## src/hw/rtl/btafc_pkg.sv

```systemverilog
// ----------------------------------------------------------------------------
// btafc_pkg
// Shared types and constants for the bare TCP ACK frame classifier.
// ----------------------------------------------------------------------------
package btafc_pkg;

  localparam int unsigned PosW = 7;

  localparam logic [PosW-1:0] POS_MAX      = 7'd127;
  localparam logic [PosW-1:0] POS_OUTER_HI = 7'd12;
  localparam logic [PosW-1:0] POS_OUTER_LO = 7'd13;
  localparam logic [PosW-1:0] POS_INNER_HI = 7'd16;
  localparam logic [PosW-1:0] POS_INNER_LO = 7'd17;
  localparam logic [PosW-1:0] POS_PPP_HI   = 7'd20;
  localparam logic [PosW-1:0] POS_PPP_LO   = 7'd21;
  localparam logic [PosW-1:0] POS_TPPP_HI  = 7'd24;
  localparam logic [PosW-1:0] POS_TPPP_LO  = 7'd25;

  localparam logic [4:0] IP_OFF_NONE   = 5'd0;
  localparam logic [4:0] IP_OFF_PLAIN  = 5'd14;
  localparam logic [4:0] IP_OFF_TAGGED = 5'd18;
  localparam logic [4:0] IP_OFF_PPPOE  = 5'd22;
  localparam logic [4:0] IP_OFF_TPPPOE = 5'd26;

  localparam logic [15:0] ETH_IPV4 = 16'h0800;
  localparam logic [15:0] ETH_VLAN = 16'h8100;
  localparam logic [15:0] ETH_PPPD = 16'h8863;
  localparam logic [15:0] ETH_PPPS = 16'h8864;
  localparam logic [15:0] PPP_IPV4 = 16'h0021;

  localparam logic [7:0] IP_PROTO_TCP = 8'd6;

  // IP and TCP header relative byte indexes
  localparam logic [PosW-1:0] IP_R_VIHL  = 7'd0;
  localparam logic [PosW-1:0] IP_R_LENHI = 7'd2;
  localparam logic [PosW-1:0] IP_R_LENLO = 7'd3;
  localparam logic [PosW-1:0] IP_R_PROTO = 7'd9;
  localparam logic [PosW-1:0] TCP_R_OFF  = 7'd12;
  localparam logic [PosW-1:0] TCP_R_FLAG = 7'd13;

  localparam logic [2:0] ENC_NONE   = 3'd0;
  localparam logic [2:0] ENC_PLAIN  = 3'd1;
  localparam logic [2:0] ENC_TAGGED = 3'd2;
  localparam logic [2:0] ENC_PPPOE  = 3'd3;
  localparam logic [2:0] ENC_TPPPOE = 3'd4;

  typedef struct packed {
    logic       bare_ack;
    logic [2:0] encapsulation;
  } btafc_result_t;

  function automatic logic [2:0] enc_of_offset(input logic [4:0] off);
    logic [2:0] enc;
    unique case (off)
      IP_OFF_PLAIN:  enc = ENC_PLAIN;
      IP_OFF_TAGGED: enc = ENC_TAGGED;
      IP_OFF_PPPOE:  enc = ENC_PPPOE;
      IP_OFF_TPPPOE: enc = ENC_TPPPOE;
      default:       enc = ENC_NONE;
    endcase
    return enc;
  endfunction

  function automatic logic is_pppoe(input logic [15:0] t);
    return (t == ETH_PPPD) || (t == ETH_PPPS);
  endfunction

endpackage

```

## src/hw/rtl/btafc_if.sv

```systemverilog
// ----------------------------------------------------------------------------
// btafc_if
// Valid/ready channels for frame bytes and classification results.
// ----------------------------------------------------------------------------
interface btafc_in_if;
  logic       valid;
  logic       ready;
  logic [7:0] frame_byte;
  logic       end_of_frame;

  modport source (output valid, output frame_byte, output end_of_frame, input ready);
  modport sink   (input valid, input frame_byte, input end_of_frame, output ready);
endinterface

interface btafc_out_if;
  logic       valid;
  logic       ready;
  logic       bare_ack;
  logic [2:0] encapsulation;

  modport source (output valid, output bare_ack, output encapsulation, input ready);
  modport sink   (input valid, input bare_ack, input encapsulation, output ready);
endinterface

```

## src/hw/rtl/btafc_frame_parser.sv

```systemverilog
// ----------------------------------------------------------------------------
// btafc_frame_parser
// Per-frame header state; consumes one byte per step and gives the
// classification that holds once the current byte is taken.
// ----------------------------------------------------------------------------
module btafc_frame_parser
  import btafc_pkg::*;
(
  input  logic          clk_i,
  input  logic          rst_ni,
  input  logic          step_i,
  input  logic [7:0]    frame_byte_i,
  input  logic          end_of_frame_i,
  input  logic          require_ack_i,
  output btafc_result_t result_o
);

  logic [PosW-1:0] pos_q, pos_d;
  logic [15:0]     outer_q, outer_d;
  logic [15:0]     inner_q, inner_d;
  logic [15:0]     ppp_q, ppp_d;
  logic [4:0]      ip_off_q, ip_off_d;
  logic [3:0]      hdr_words_q, hdr_words_d;
  logic [15:0]     total_len_q, total_len_d;
  logic            is_tcp_q, is_tcp_d;
  logic [3:0]      tcp_words_q, tcp_words_d;
  logic            ack_q, ack_d;
  logic            tcp_seen_q, tcp_seen_d;

  logic [PosW-1:0] rel;
  logic [PosW-1:0] hdr_bytes;
  logic [PosW-1:0] hdr_sum;
  logic [2:0]      enc;
  logic            no_payload;

  always_comb begin
    pos_d       = pos_q;
    outer_d     = outer_q;
    inner_d     = inner_q;
    ppp_d       = ppp_q;
    ip_off_d    = ip_off_q;
    hdr_words_d = hdr_words_q;
    total_len_d = total_len_q;
    is_tcp_d    = is_tcp_q;
    tcp_words_d = tcp_words_q;
    ack_d       = ack_q;
    tcp_seen_d  = tcp_seen_q;
    rel         = pos_q - {2'b00, ip_off_q};
    hdr_bytes   = {1'b0, hdr_words_q, 2'b00};

    if (pos_q != POS_MAX) begin
      pos_d = pos_q + 7'd1;
      if (pos_q == POS_OUTER_HI) outer_d = {frame_byte_i, 8'h00};
      if (pos_q == POS_OUTER_LO) begin
        outer_d = {outer_q[15:8], frame_byte_i};
        if (outer_d == ETH_IPV4) ip_off_d = IP_OFF_PLAIN;
      end
      if (outer_d == ETH_VLAN) begin
        if (pos_q == POS_INNER_HI) inner_d = {frame_byte_i, 8'h00};
        if (pos_q == POS_INNER_LO) begin
          inner_d = {inner_q[15:8], frame_byte_i};
          if (inner_d == ETH_IPV4 && ip_off_q == IP_OFF_NONE) ip_off_d = IP_OFF_TAGGED;
        end
        if (pos_q == POS_TPPP_HI) ppp_d = {frame_byte_i, 8'h00};
        if (pos_q == POS_TPPP_LO) begin
          ppp_d = {ppp_q[15:8], frame_byte_i};
          if (is_pppoe(inner_q) && ppp_d == PPP_IPV4 && ip_off_q == IP_OFF_NONE)
            ip_off_d = IP_OFF_TPPPOE;
        end
      end else if (is_pppoe(outer_d)) begin
        if (pos_q == POS_PPP_HI) ppp_d = {frame_byte_i, 8'h00};
        if (pos_q == POS_PPP_LO) begin
          ppp_d = {ppp_q[15:8], frame_byte_i};
          if (ppp_d == PPP_IPV4 && ip_off_q == IP_OFF_NONE) ip_off_d = IP_OFF_PPPOE;
        end
      end

      // new offsets are always set before the header starts, so the old one serves
      if (ip_off_q != IP_OFF_NONE && pos_q >= {2'b00, ip_off_q}) begin
        if (rel == IP_R_VIHL)  hdr_words_d = frame_byte_i[3:0];
        if (rel == IP_R_LENHI) total_len_d = {frame_byte_i, 8'h00};
        if (rel == IP_R_LENLO) total_len_d = {total_len_q[15:8], frame_byte_i};
        if (rel == IP_R_PROTO) is_tcp_d = (frame_byte_i == IP_PROTO_TCP);
        if (rel == hdr_bytes + TCP_R_OFF) tcp_words_d = frame_byte_i[7:4];
        if (rel == hdr_bytes + TCP_R_FLAG) begin
          ack_d      = frame_byte_i[4];
          tcp_seen_d = 1'b1;
        end
      end
    end

    hdr_sum    = {1'b0, tcp_words_d, 2'b00} + {1'b0, hdr_words_d, 2'b00};
    enc        = enc_of_offset(ip_off_d);
    no_payload = (total_len_d == {9'd0, hdr_sum});

    result_o.encapsulation = enc;
    result_o.bare_ack      = (enc != ENC_NONE) && is_tcp_d && tcp_seen_d && no_payload &&
                             (!require_ack_i || ack_d);
  end

  always_ff @(posedge clk_i or negedge rst_ni) begin
    if (!rst_ni) begin
      pos_q       <= '0;
      outer_q     <= '0;
      inner_q     <= '0;
      ppp_q       <= '0;
      ip_off_q    <= IP_OFF_NONE;
      hdr_words_q <= '0;
      total_len_q <= '0;
      is_tcp_q    <= 1'b0;
      tcp_words_q <= '0;
      ack_q       <= 1'b0;
      tcp_seen_q  <= 1'b0;
    end else if (step_i) begin
      if (end_of_frame_i) begin
        pos_q       <= '0;
        outer_q     <= '0;
        inner_q     <= '0;
        ppp_q       <= '0;
        ip_off_q    <= IP_OFF_NONE;
        hdr_words_q <= '0;
        total_len_q <= '0;
        is_tcp_q    <= 1'b0;
        tcp_words_q <= '0;
        ack_q       <= 1'b0;
        tcp_seen_q  <= 1'b0;
      end else begin
        pos_q       <= pos_d;
        outer_q     <= outer_d;
        inner_q     <= inner_d;
        ppp_q       <= ppp_d;
        ip_off_q    <= ip_off_d;
        hdr_words_q <= hdr_words_d;
        total_len_q <= total_len_d;
        is_tcp_q    <= is_tcp_d;
        tcp_words_q <= tcp_words_d;
        ack_q       <= ack_d;
        tcp_seen_q  <= tcp_seen_d;
      end
    end
  end

endmodule

```

## src/hw/rtl/bare_tcp_ack_frame_classifier.sv

```systemverilog
// ----------------------------------------------------------------------------
// bare_tcp_ack_frame_classifier
// Flags Ethernet frames that carry an IPv4 TCP segment with no payload.
//
//   channel  dir  payload                       transfer
//   in_i     in   frame_byte, end_of_frame      valid & ready
//   out_o    out  bare_ack, encapsulation       valid & ready
//   cfg      in   cfg_wdata_i (require ack)     cfg_we_i
//
// One byte per cycle while no last byte waits for the output register; the
// result is registered as the last byte leaves the input register. Only
// last-byte requests wait for the output register; other bytes never stall.
// Reset clears all frame state and sets require-ack to 1.
// ----------------------------------------------------------------------------
module bare_tcp_ack_frame_classifier
  import btafc_pkg::*;
(
  input  logic         clk_i,
  input  logic         rst_ni,
  input  logic         cfg_we_i,
  input  logic         cfg_wdata_i,
  btafc_in_if.sink     in_i,
  btafc_out_if.source  out_o
);

  logic          req_ack_q;
  logic          in_valid_q;
  logic [7:0]    in_byte_q;
  logic          in_last_q;
  logic          out_valid_q;
  btafc_result_t out_res_q;
  btafc_result_t res;
  logic          advance;
  logic          adv_last;

  assign adv_last    = in_valid_q && in_last_q && (!out_valid_q || out_o.ready);
  assign advance     = (in_valid_q && !in_last_q) || adv_last;
  assign in_i.ready  = !in_valid_q || advance;

  btafc_frame_parser u_parser (
    .clk_i          (clk_i),
    .rst_ni         (rst_ni),
    .step_i         (advance),
    .frame_byte_i   (in_byte_q),
    .end_of_frame_i (in_last_q),
    .require_ack_i  (req_ack_q),
    .result_o       (res)
  );

  always_ff @(posedge clk_i or negedge rst_ni) begin
    if (!rst_ni) begin
      req_ack_q   <= 1'b1;
      in_valid_q  <= 1'b0;
      out_valid_q <= 1'b0;
    end else begin
      if (cfg_we_i) req_ack_q <= cfg_wdata_i;
      if (in_i.ready) in_valid_q <= in_i.valid;
      if (adv_last) begin
        out_valid_q <= 1'b1;
      end else if (out_o.ready) begin
        out_valid_q <= 1'b0;
      end
    end
  end

  always_ff @(posedge clk_i) begin
    if (in_i.ready && in_i.valid) begin
      in_byte_q <= in_i.frame_byte;
      in_last_q <= in_i.end_of_frame;
    end
    if (adv_last) out_res_q <= res;
  end

  assign out_o.valid         = out_valid_q;
  assign out_o.bare_ack      = out_res_q.bare_ack;
  assign out_o.encapsulation = out_res_q.encapsulation;

  a_result_from_last: assert property (@(posedge clk_i) disable iff (!rst_ni)
    $rose(out_valid_q) |-> $past(adv_last))
    else $error("result without a last byte");

  a_in_held: assert property (@(posedge clk_i) disable iff (!rst_ni)
    (in_valid_q && !advance) |=> (in_valid_q && $stable(in_byte_q) && $stable(in_last_q)))
    else $error("input register lost a pending byte");

  a_bare_needs_ipv4: assert property (@(posedge clk_i) disable iff (!rst_ni)
    out_valid_q |-> (!out_res_q.bare_ack || out_res_q.encapsulation != ENC_NONE))
    else $error("bare ACK without IPv4");

  a_no_overwrite: assert property (@(posedge clk_i) disable iff (!rst_ni)
    (out_valid_q && !out_o.ready) |-> !adv_last)
    else $error("pending result overwritten");

endmodule
```

## src/flat_wrapper.sv

```systemverilog
// flat-port wrapper written by rule: the top's interface ports become plain ports
module bare_tcp_ack_frame_classifier_flat import btafc_pkg::*;
  (clk_i, rst_ni, cfg_we_i, cfg_wdata_i, in_i_valid, in_i_frame_byte, in_i_end_of_frame, in_i_ready, out_o_valid, out_o_bare_ack, out_o_encapsulation, out_o_ready);
  btafc_in_if in_i_i ();
  btafc_out_if out_o_i ();
  input  logic clk_i;
  input  logic rst_ni;
  input  logic cfg_we_i;
  input  logic cfg_wdata_i;
  input wire logic [$bits(in_i_i.valid)-1:0] in_i_valid;
  input wire logic [$bits(in_i_i.frame_byte)-1:0] in_i_frame_byte;
  input wire logic [$bits(in_i_i.end_of_frame)-1:0] in_i_end_of_frame;
  output wire logic [$bits(in_i_i.ready)-1:0] in_i_ready;
  output wire logic [$bits(out_o_i.valid)-1:0] out_o_valid;
  output wire logic [$bits(out_o_i.bare_ack)-1:0] out_o_bare_ack;
  output wire logic [$bits(out_o_i.encapsulation)-1:0] out_o_encapsulation;
  input wire logic [$bits(out_o_i.ready)-1:0] out_o_ready;
  assign in_i_i.valid = in_i_valid;
  assign in_i_i.frame_byte = in_i_frame_byte;
  assign in_i_i.end_of_frame = in_i_end_of_frame;
  assign in_i_ready = in_i_i.ready;
  assign out_o_valid = out_o_i.valid;
  assign out_o_bare_ack = out_o_i.bare_ack;
  assign out_o_encapsulation = out_o_i.encapsulation;
  assign out_o_i.ready = out_o_ready;
  bare_tcp_ack_frame_classifier u_core (.clk_i(clk_i), .rst_ni(rst_ni), .cfg_we_i(cfg_we_i), .cfg_wdata_i(cfg_wdata_i), .in_i(in_i_i), .out_o(out_o_i));
endmodule
```

## config.mk

```make
export PLATFORM = sky130hd
export DESIGN_NAME = bare_tcp_ack_frame_classifier_flat
export DESIGN_NICKNAME = d
export VERILOG_FILES = /design/src/hw/rtl/btafc_pkg.sv /design/src/hw/rtl/btafc_if.sv /design/src/hw/rtl/btafc_frame_parser.sv /design/src/hw/rtl/bare_tcp_ack_frame_classifier.sv /design/src/flat_wrapper.sv
export SDC_FILE = /design/constraint.sdc
export NUM_CORES = 1
export LEC_CHECK = 0
export BUFFER_PORTS_ARGS = -buffer_cell sky130_fd_sc_hd__buf_2
export CAP_MARGIN = 30
export CORE_MARGIN = 8
export CORE_UTILIZATION = 54
export DETAILED_ROUTE_END_ITERATION = 12
export PLACE_DENSITY = 0.71
export SETUP_SLACK_MARGIN = 0.05
export SLEW_MARGIN = 10
export SYNTH_ARGS = -nofsm -noshare
export SYNTH_HDL_FRONTEND = slang
export SYNTH_SLANG_ARGS = --single-unit
```

## constraint.sdc

```tcl
create_clock -name clk_i -period 5.6 [get_ports clk_i]
set_input_delay 0.84 -clock clk_i [delete_from_list [all_inputs] [get_ports clk_i]]
set_output_delay 0.84 -clock clk_i [all_outputs]
set_load 0.01 [all_outputs]
```

Word level (Yosys, flattened, before mapping)
Index checks and enable logic that the tools add are counted.
{"block": "totals", "ff_bits": 95, "latchBits": 0, "ramBits": 0, "rom_bits": 0, "inputBits": 15, "out_inout_bits": 6, "word_cells": 155, "mem_count": 0}
{"block": "classes", "addsub": 5, "mul": 0, "n_div": 0, "n_lt_le_gt_ge": 1, "n_eq_ne": 32, "shift": 0, "muxes": 60, "n_bitwise": 0, "reduce_logical": 38}
{"cell": "$mux W16", "n": 23}
{"cell": "$eq A16 B16 Y1 const B", "n": 5}
{"cell": "$mux W5", "n": 12}
{"cell": "$eq A7 B5 Y1 const B", "n": 6}
{"cell": "$eq A16 B12 Y1 const B", "n": 2}
{"cell": "$mux W4", "n": 8}
{"cell": "$eq A7 B4 Y1 const B", "n": 3}
{"cell": "$eq A16 B6 Y1 const B", "n": 1}
{"cell": "$eq A16 B7 Y1", "n": 1}
{"cell": "$eq A5 B5 Y1 const B", "n": 3}
{"cell": "$add A6 B4 Y7 const B", "n": 2}
{"cell": "$eq A7 B2 Y1 const B", "n": 2}
{"cell": "$eq A7 B7 Y1", "n": 2}
{"cell": "$mux W1", "n": 14}
{"cell": "$mux W7", "n": 2}
{"cell": "$logic_and A1 B1 Y1", "n": 13}
{"cell": "$pmux W3 S4", "n": 1}
{"cell": "$reduce_bool A3 Y1", "n": 4}
{"cell": "$eq A8 B3 Y1 const B", "n": 1}
{"cell": "$reduce_bool A2 Y1", "n": 4}
{"cell": "$add A6 B6 Y7", "n": 1}
{"cell": "$add A7 B1 Y7 const B", "n": 1}
{"cell": "$ge A7 B5 Y1", "n": 1}
{"cell": "$logic_not A7 Y1", "n": 1}
{"cell": "other kinds (14)", "n": 23}

Longest topological paths before layout
Gate-level depths: netlist of run 1.
{"block": "logic_depth", "ltp_word": 16, "depth_mapped": 22, "depth_no_buf": 22}

Hierarchy
A second synthesis of run 1 with hierarchy kept.
{"block": "unflattened", "cells_unflattened": 531, "area_unflattened_um2": 5367.6}
{"module": "btafc_frame_parser", "n_inst": 1, "cells_per_inst": 506, "area_each_um2": 4818.4, "seq_area_each_um2": 1976.9}
{"module": "bare_tcp_ack_frame_classifier", "n_inst": 1, "cells_per_inst": 25, "area_each_um2": 549.3, "seq_area_each_um2": 466.7}

Least setup slack after synthesis of run 1
Ideal clock, no wire load.
{"block": "synth_path", "path_type": "flip-flop to flip-flop", "start": "register u_core.u_parser.ip_off_q[3]", "end": "register u_core.out_res_q, in the netlist u_core.out_o.bare_ack, data pin", "setup_time_ns": 0.170, "arrival_ns": 4.178, "required_ns": 5.430, "setup_slack_ns": 1.252, "path_stages_with_launch": 17, "path_buffers": 1, "synth_period_minus_slack_ns": 4.348, "path_cell_list": "dfrtp_1 -> inv_1 -> ha_1 -> clkbuf_1 -> o21ai_0 -> a2111o_1 -> o311ai_1 -> xnor2_1 -> nor4_1 -> mux2_2 -> ha_1 -> inv_1 -> fa_1 -> a221o_1 -> mux2i_1 -> nand4_1 -> nor4_2"}
{"element": "from (decl)", "line_no": "btafc_frame_parser.sv:22", "rtl": "logic [4:0] ip_off_q, ip_off_d;"}
{"element": "from (signal assigned)", "line_no": "btafc_frame_parser.sv:132", "rtl": "ip_off_q <= ip_off_d;"}
{"element": "to (signal assigned)", "line_no": "bare_tcp_ack_frame_classifier.sv:71", "rtl": "if (adv_last) out_res_q <= res;"}
{"element": "to (decl)", "line_no": "bare_tcp_ack_frame_classifier.sv:31", "rtl": "btafc_result_t out_res_q;"}

==> run_summary.xml, run 1 <==
<?xml version="1.0" encoding="UTF-8"?>
<metrics>
  <group name="power_and_ir_drop">
    <metric name="power_frac_clock" unit="%">30.6</metric>
    <metric name="power.share.switching" unit="%">33.1</metric>
    <metric name="irDropWorstVdd" unit="mV">0.181</metric>
    <metric name="power.static_leakage" unit="nW">2.55</metric>
    <metric name="cellPowerDensity" unit="nW/um^2">285</metric>
    <metric name="p_seq_share" unit="%">46.6</metric>
    <metric name="overall_power_consumption" unit="mW">1.65</metric>
    <metric name="comb_power_share" unit="%">22.8</metric>
    <metric name="internal_power" unit="mW">1.10</metric>
    <metric name="switchingPower" unit="mW">0.545</metric>
  </group>
  <group name="floorplanning">
    <metric name="dieHeight" unit="microns">116</metric>
    <metric name="die_area" unit="sq um">13400</metric>
    <metric name="floorplan.die.width" unit="microns">116</metric>
    <metric name="initial_utilization" unit="%">55.1</metric>
    <metric name="ioPinCount" unit="">21</metric>
    <metric name="fp-row-count" unit="">36</metric>
    <metric name="floorplan.core_area" unit="sq um">9730</metric>
  </group>
  <group name="route">
    <metric name="antenna_left" unit="">0</metric>
    <metric name="viasPerCell" unit="">6.41</metric>
    <metric name="vias" unit="">4426</metric>
    <metric name="drt_first_iter_violations" unit="">360</metric>
    <metric name="detail_route.wl_per_cell" unit="microns">20.2</metric>
    <metric name="finalWirelength" unit="mm">14.0</metric>
    <metric name="drt_first_pass_iters" unit="">5</metric>
    <metric name="remaining_drc_errors" unit="">0</metric>
  </group>
  <group name="critical_path">
    <metric name="cp-end-kind" unit="">flop</metric>
    <metric name="worstSetupStartpoint" unit="">u_core.u_parser.pos_q[2]</metric>
    <metric name="timing_worst_setup_path_type" unit="">flop to flop</metric>
    <metric name="r2r_cells" unit="">18</metric>
    <metric name="crit_chain" unit="">ha_1 &gt; o21ai_0 &gt; a21oi_1 &gt; o311ai_1 &gt; xnor2_1 &gt; nor4_1 &gt; mux2_2 &gt; ha_1 &gt; inv_1 &gt; fa_1 &gt; inv_1 &gt; a21o_1 &gt; a21oi_1 &gt; nand2_1 &gt; a32oi_1 &gt; mux2i_1 &gt; nand4_1 &gt; nor4_2</metric>
    <metric name="crit_path_max_incr_delay" unit="ps">690</metric>
    <metric name="critical_path.reg2reg.startpoint" unit="">u_core.u_parser.pos_q[2]</metric>
    <metric name="cp_data_required_time" unit="ps">5740</metric>
    <metric name="setup.reg_to_reg.worst_slack" unit="ps">630</metric>
    <metric name="worst_path_slowest_cell" unit="">nor4_1</metric>
    <metric name="path_max_fanout" unit="">12</metric>
    <metric name="crit_path_start_kind" unit="">flop</metric>
    <metric name="critical_path.reg2reg.endpoint" unit="">u_core.out_o.bare_ack</metric>
    <metric name="capture_point_of_the_critical_path" unit="">u_core.out_o.bare_ack</metric>
    <metric name="crit_arrival" unit="ps">5100</metric>
  </group>
  <group name="cells_and_area">
    <metric name="fillerInstances" unit="">857</metric>
    <metric name="area.growth.synth_to_final" unit="%">7.91</metric>
    <metric name="final_util" unit="%">59.5</metric>
    <metric name="share_of_final_layout_standard_cells_stronger_than_drive_strength_1" unit="%">12.5</metric>
    <metric name="num_antenna_cells" unit="">0</metric>
    <metric name="layout.cell_area.non_filler" unit="sq um">5790</metric>
    <metric name="layout.nets" unit="">583</metric>
  </group>
  <group name="placement">
    <metric name="io_buffer_count" unit="">20</metric>
    <metric name="place.gp.congestion" unit="">0.929</metric>
    <metric name="place_area" unit="sq um">5560</metric>
    <metric name="hpwlAfterDp" unit="mm">9.75</metric>
  </group>
  <group name="clocking">
    <metric name="number_of_cts_inserted_buffers" unit="">9</metric>
    <metric name="cts_max_level" unit="">3</metric>
    <metric name="cts_post_setup_buffers_inserted" unit="">0</metric>
    <metric name="tritoncts" unit="">yes</metric>
    <metric name="clk_path_buf_depth" unit="">2</metric>
    <metric name="cts_resized" unit="">0</metric>
    <metric name="cts.clk_slew.worst_paths" unit="ps">100</metric>
    <metric name="clockRootBuffer" unit="">clkbuf_8</metric>
    <metric name="cts_num_sinks" unit="">95</metric>
    <metric name="worstSkewPairLatency" unit="ps">390</metric>
    <metric name="postCtsHoldBufs" unit="">0</metric>
  </group>
  <group name="synthesis">
    <metric name="async_reset_ff_share" unit="%">86.3</metric>
    <metric name="synth_cell_type_count" unit="">76</metric>
    <metric name="ys_seq_area_share" unit="%">45.6</metric>
    <metric name="syn_area_per_cell" unit="sq um">9.80</metric>
    <metric name="synth_edf_count" unit="">13</metric>
    <metric name="yosys_warnings" unit="">0</metric>
    <metric name="post_synth_inst_count" unit="">547</metric>
    <metric name="mappedNetlistArea" unit="sq um">5360</metric>
    <metric name="synth_seq_cells" unit="">95</metric>
    <metric name="postSynth.topFlopCell" unit="">dfrtp_1</metric>
    <metric name="synth.net_count" unit="">577</metric>
  </group>
  <group name="sta">
    <metric name="fin_crit" unit="ps">4970</metric>
    <metric name="timing_hold_violations_final" unit="">0</metric>
    <metric name="final.setup.tns" unit="ps">0</metric>
    <metric name="worst_hold_slack" unit="ps">419</metric>
    <metric name="finalSetupViolCount" unit="">0</metric>
    <metric name="tightest_slew" unit="ps">853</metric>
    <metric name="layout_worst_path_cycle_share" unit="%">88.7</metric>
    <metric name="fin_skew" unit="ps">17.6</metric>
    <metric name="fmax" unit="MHz">201</metric>
    <metric name="setup_repair_after_global_routing_missed_its_margin" unit="">no</metric>
    <metric name="worst_slew_margin_rel" unit="%">42.7</metric>
    <metric name="maxSlewViolCount" unit="">0</metric>
  </group>
  <group name="global_routing">
    <metric name="grt_pass1_wl" unit="mm">23.4</metric>
    <metric name="grt_overflow_total" unit="">0</metric>
    <metric name="initial_antenna_violation_count" unit="">0</metric>
    <metric name="grt.total_usage" unit="%">22.6</metric>
    <metric name="vias_in_the_first_global_route" unit="">4578</metric>
    <metric name="pin_count_of_the_biggest_net_entering_global_routing" unit="">44</metric>
  </group>
  <group name="run">
    <metric name="timing.max_cap.violations" unit="">0</metric>
  </group>
  <group name="min_path">
    <metric name="min_path_type" unit="">primary input to async pin</metric>
  </group>
  <group name="status">
    <metric name="run_status" unit="">completed</metric>
  </group>
</metrics>
==> layout make-up <==
type	count	area, sq um	area share [%]
timing repair buffer	24	153	2.64
inverter	28	105	1.82
sequential	95	2440	42.2
multi-input combinational	395	2700	46.6
tap	133	166	2.88
clock buffer	10	149	2.57
clock inverter	6	75.1	1.30
==> metrics by stage <==
step / setup slack [ps] / instances
final: 635 / 691
after global routing: 181 / 691
after CTS: 677 / 691
after detailed placement: 688 / 675
after global placement: 985 / 673
after floorplan: 1250 / 547
==> worst min path at each step <==
| stage | start | end | slack [ps] |
|---|---|---|---|
| after floorplan | u_core.u_parser.ppp_q[13] | u_core.u_parser.ppp_q[13] | 460 |
| after detailed placement | u_core.u_parser.ppp_q[10] | u_core.u_parser.ppp_q[10] | 480 |
| after CTS | rst_ni | u_core.u_parser.inner_q[1] | 430 |
| after global routing | rst_ni | u_core.u_parser.outer_q[0] | 450 |
| after global placement | u_core.u_parser.is_tcp_q | u_core.u_parser.is_tcp_q | 470 |
| final | rst_ni | u_core.u_parser.outer_q[0] | 420 |
==> cells by family (layout without fill, tap and decap cells) <==
| group | count (synthesis) | in the layout | synth area share [%] |
|---|---|---|---|
| XOR/XNOR | 20 | 20 | 3.52 |
| adder cells (fa/ha/maj) | 15 | 15 | 3.78 |
| buffers and inverters | 57 | 68 | 4.18 |
| AO/OA/AOI/OAI | 134 | 134 | 18.0 |
| AND/OR/NAND/NOR | 205 | 205 | 20.9 |
| flip-flops | 95 | 95 | 45.6 |
| multiplexers | 21 | 21 | 4.11 |
==> sequential cells by signal, indices dropped and copies added, names as in the netlist <==
signal / flops
u_core.in_byte_q: 8
u_core.in_last_q: 1
u_core.in_valid_q: 1
u_core.out_o.bare_ack: 1
u_core.out_o.encapsulation: 3
u_core.out_o.valid: 1
u_core.req_ack_q: 1
u_core.u_parser.ack_q: 1
u_core.u_parser.hdr_words_q: 4
u_core.u_parser.inner_q: 16
u_core.u_parser.ip_off_q: 5
u_core.u_parser.is_tcp_q: 1
u_core.u_parser.outer_q: 16
u_core.u_parser.pos_q: 7
u_core.u_parser.ppp_q: 8
u_core.u_parser.tcp_seen_q: 1
u_core.u_parser.tcp_words_q: 4
u_core.u_parser.total_len_q: 16
==> worst max-delay path, delay by kind of cell (launching register included) <==
family / cells / cell delay (ps)
AO/OA/AOI/OAI: 6 / 1510
AND/OR/NAND/NOR: 4 / 1000
XOR/XNOR: 1 / 180
multiplexers: 2 / 540
flip-flops: 1 / 530
buffers and inverters: 2 / 120
adder cells (fa/ha/maj): 3 / 830
==> per-layer routing <==
metal  up-vias  part of all wire, %  track usage, %
met5         -                    0               0
met4         0                  2.9            9.77
met3        40                  7.8            5.11
met2       195                   44            34.5
met1      2166                   45            30.4
li1       2025                    -               -
==> placed cells by master (no fill, tap or decap), types with 8 or more instances in the layout <==
master    netlist  layout
mux2i_1        13      13
nor2_1         38      38
mux2_2          8       8
o21ai_0        32      32
nand3_1        43      43
dfrtp_1        81      81
nand2b_1       10      10
buf_2           2      19
ha_1           13      13
a22o_1         36      36
clkbuf_8        0       9
xnor2_1        13      13
inv_1          28      28
edfxtp_1       13      13
nand2_1        41      41
nor4_1         11      11
a21oi_1        18      18
==> power by group through the flow <==
stage	logic, mW	registers (mW)	clock network, mW
floorplan	0.294	0.749	0
global placement	0.362	0.777	0
detailed placement	0.367	0.780	0
CTS	0.372	0.767	0.512
global route	0.413	0.771	0.538
finish	0.376	0.767	0.505
==> cells in the mapped netlist (18+ instances only) <==
cell type,n,area [sq um]
dfrtp_1,81,2030
clkbuf_1,25,93.8
nor2_1,38,143
nand2_1,41,154
a22o_1,36,315
o21ai_0,32,160
inv_1,28,105
a21oi_1,18,90.1
nand3_1,43,215
No activity file was read; power rests on OpenSTA's default activity.
==> run 2: changes to the inputs <==
Settings changed: PLACE_DENSITY 0.71 to 0.83.
==> run_summary.xml, run 2 (synthesized netlist as in run 1, its figures left out) <==
<?xml version="1.0" encoding="UTF-8"?>
<metrics>
  <group name="critical_path">
    <metric name="crit_arrival" unit="ps">5170</metric>
    <metric name="crit_chain" unit="">ha_1 &gt; o21ai_0 &gt; a21oi_1 &gt; o311ai_1 &gt; xnor2_1 &gt; nor4_1 &gt; mux2_2 &gt; ha_1 &gt; inv_1 &gt; fa_1 &gt; inv_1 &gt; a21o_1 &gt; a21oi_1 &gt; nand2_1 &gt; a32oi_1 &gt; mux2i_1 &gt; nand4_1 &gt; nor4_2</metric>
    <metric name="path_max_fanout" unit="">12</metric>
    <metric name="crit_path_max_incr_delay" unit="ps">760</metric>
    <metric name="worst_path_slowest_cell" unit="">nor4_1</metric>
    <metric name="r2r_cells" unit="">18</metric>
    <metric name="timing_worst_setup_path_type" unit="">flop to flop</metric>
    <metric name="cp-end-kind" unit="">flop</metric>
    <metric name="cp_data_required_time" unit="ps">5740</metric>
    <metric name="crit_path_start_kind" unit="">flop</metric>
  </group>
  <group name="global_routing">
    <metric name="initial_antenna_violation_count" unit="">0</metric>
    <metric name="vias_in_the_first_global_route" unit="">4439</metric>
    <metric name="grt_pass1_wl" unit="mm">22.5</metric>
    <metric name="pin_count_of_the_biggest_net_entering_global_routing" unit="">55</metric>
    <metric name="grt_overflow_total" unit="">0</metric>
    <metric name="grt.total_usage" unit="%">21.7</metric>
  </group>
  <group name="sta">
    <metric name="fmax" unit="MHz">199</metric>
    <metric name="timing_hold_violations_final" unit="">0</metric>
    <metric name="maxSlewViolCount" unit="">0</metric>
    <metric name="worst_hold_slack" unit="ps">380</metric>
    <metric name="setup_repair_after_global_routing_missed_its_margin" unit="">no</metric>
    <metric name="final.setup.tns" unit="ps">0</metric>
    <metric name="finalSetupViolCount" unit="">0</metric>
    <metric name="fin_crit" unit="ps">5020</metric>
    <metric name="worst_slew_margin_rel" unit="%">37.9</metric>
    <metric name="post-route-worst-setup-slack" unit="ps">577</metric>
    <metric name="tightest_slew" unit="ps">924</metric>
    <metric name="layout_worst_path_cycle_share" unit="%">89.7</metric>
    <metric name="fin_skew" unit="ps">17.6</metric>
  </group>
  <group name="route">
    <metric name="route.top_layer_used" unit="">met4</metric>
    <metric name="drt_first_pass_iters" unit="">8</metric>
    <metric name="detail_route.wl_per_cell" unit="microns">20.0</metric>
    <metric name="antenna_left" unit="">0</metric>
    <metric name="drt_first_iter_violations" unit="">475</metric>
    <metric name="met3_length" unit="mm">1.25</metric>
    <metric name="viasPerCell" unit="">6.48</metric>
    <metric name="remaining_drc_errors" unit="">0</metric>
    <metric name="finalWirelength" unit="mm">13.8</metric>
    <metric name="routed-wl-met2" unit="mm">6.27</metric>
    <metric name="vias" unit="">4471</metric>
    <metric name="m1WireLength" unit="mm">5.93</metric>
  </group>
  <group name="cells_and_area">
    <metric name="fillerInstances" unit="">820</metric>
    <metric name="post_layout_nonfiller_instances" unit="">690</metric>
    <metric name="most_common_cell_after_layout_fill_and_taps_aside" unit="">dfrtp_1</metric>
    <metric name="area.growth.synth_to_final" unit="%">7.23</metric>
    <metric name="layout.nets" unit="">582</metric>
    <metric name="layout.cells.most_common_list" unit="">dfrtp_1, nand3_1, nand2_1, nor2_1, a22o_1</metric>
    <metric name="num_antenna_cells" unit="">0</metric>
    <metric name="layout_top_registers" unit="">u_core.u_parser.inner_q (16), u_core.u_parser.outer_q (16), u_core.u_parser.total_len_q (16)</metric>
    <metric name="share_of_final_layout_standard_cells_stronger_than_drive_strength_1" unit="%">12.4</metric>
    <metric name="final_util" unit="%">59.1</metric>
    <metric name="layout.cell_area.non_filler" unit="sq um">5750</metric>
  </group>
  <group name="clocking">
    <metric name="number_of_cts_inserted_buffers" unit="">9</metric>
    <metric name="tritoncts" unit="">yes</metric>
    <metric name="cts.clk_slew.worst_paths" unit="ps">100</metric>
    <metric name="clk_path_buf_depth" unit="">2</metric>
    <metric name="clockRootBuffer" unit="">clkbuf_8</metric>
    <metric name="postCtsHoldBufs" unit="">0</metric>
    <metric name="cts_resized" unit="">0</metric>
    <metric name="cts_max_level" unit="">3</metric>
    <metric name="cts_num_sinks" unit="">95</metric>
    <metric name="cts_post_setup_buffers_inserted" unit="">0</metric>
    <metric name="worstSkewPairLatency" unit="ps">380</metric>
  </group>
  <group name="power_and_ir_drop">
    <metric name="cellPowerDensity" unit="nW/um^2">280</metric>
    <metric name="overall_power_consumption" unit="mW">1.61</metric>
    <metric name="power.static_leakage" unit="nW">2.54</metric>
    <metric name="irDropWorstVdd" unit="mV">0.218</metric>
  </group>
  <group name="min_path">
    <metric name="min_path_type" unit="">primary input to async pin</metric>
  </group>
  <group name="floorplanning">
    <metric name="floorplan.die.width" unit="microns">116</metric>
    <metric name="dieHeight" unit="microns">116</metric>
    <metric name="initial_utilization" unit="%">55.1</metric>
    <metric name="floorplan.core_area" unit="sq um">9730</metric>
    <metric name="fp-row-count" unit="">36</metric>
    <metric name="ioPinCount" unit="">21</metric>
    <metric name="die_area" unit="sq um">13400</metric>
  </group>
  <group name="run">
    <metric name="timing.max_cap.violations" unit="">0</metric>
  </group>
  <group name="placement">
    <metric name="hpwlAfterDp" unit="mm">9.66</metric>
    <metric name="place.gp.congestion" unit="">0.938</metric>
    <metric name="numPlacedInstances" unit="">674</metric>
    <metric name="place_area" unit="sq um">5560</metric>
    <metric name="place_ws" unit="ps">623</metric>
    <metric name="io_buffer_count" unit="">20</metric>
  </group>
  <group name="status">
    <metric name="run_status" unit="">completed</metric>
  </group>
</metrics>
[run 2: metal layers]
| layer | GRT usage (%) | vias to the layer above |
|---|---|---|
| met5 | 0 | - |
| met4 | 10.7 | 0 |
| met3 | 3.44 | 33 |
| met2 | 33.0 | 258 |
| met1 | 29.5 | 2160 |
| li1 | - | 2020 |
[run 2: where the power goes]
group / total (mW) / switching (mW) / internal (mW)
clock network: 0.464 / 0.256 / 0.208
logic: 0.382 / 0.237 / 0.145
registers: 0.767 / 0.0479 / 0.719
total: 1.61 / 0.541 / 1.07
[run 2: area by class of cell]
type	count	area, sq um	area share (%)
multi-input cells	395	2700	46.9
clock buffers	9	124	2.15
inverters	28	105	1.83
well taps	133	166	2.89
flip-flops and latches	95	2440	42.5
clock inverters	7	71.3	1.24
repair buffers	23	145	2.52
[run 2: critical path: cells and delay by family (launching register included)]
family                     cells  cell delay, ps
AOI/OAI and AO/OA              6            1520
xor gates and xnor gates       1             190
adders and majority gates      3             820
buffers and inverters          2             120
DFF                            1             520
muxes                          2             540
and+or+nand+nor                4            1050
[run 2: path summary, 6_finish.rpt]
path	from	to	slack, ps
max in group asynchronous	rst_ni	u_core.req_ack_q	4590
max reg2reg	u_core.u_parser.pos_q[2]	u_core.out_o.bare_ack	580
min	rst_ni	u_core.u_parser.inner_q[6]	380
min reg2reg	u_core.u_parser.outer_q[4]	u_core.u_parser.outer_q[4]	500
min in group clk_i	u_core.u_parser.outer_q[4]	u_core.u_parser.outer_q[4]	500
max	u_core.u_parser.pos_q[2]	u_core.out_o.bare_ack	580
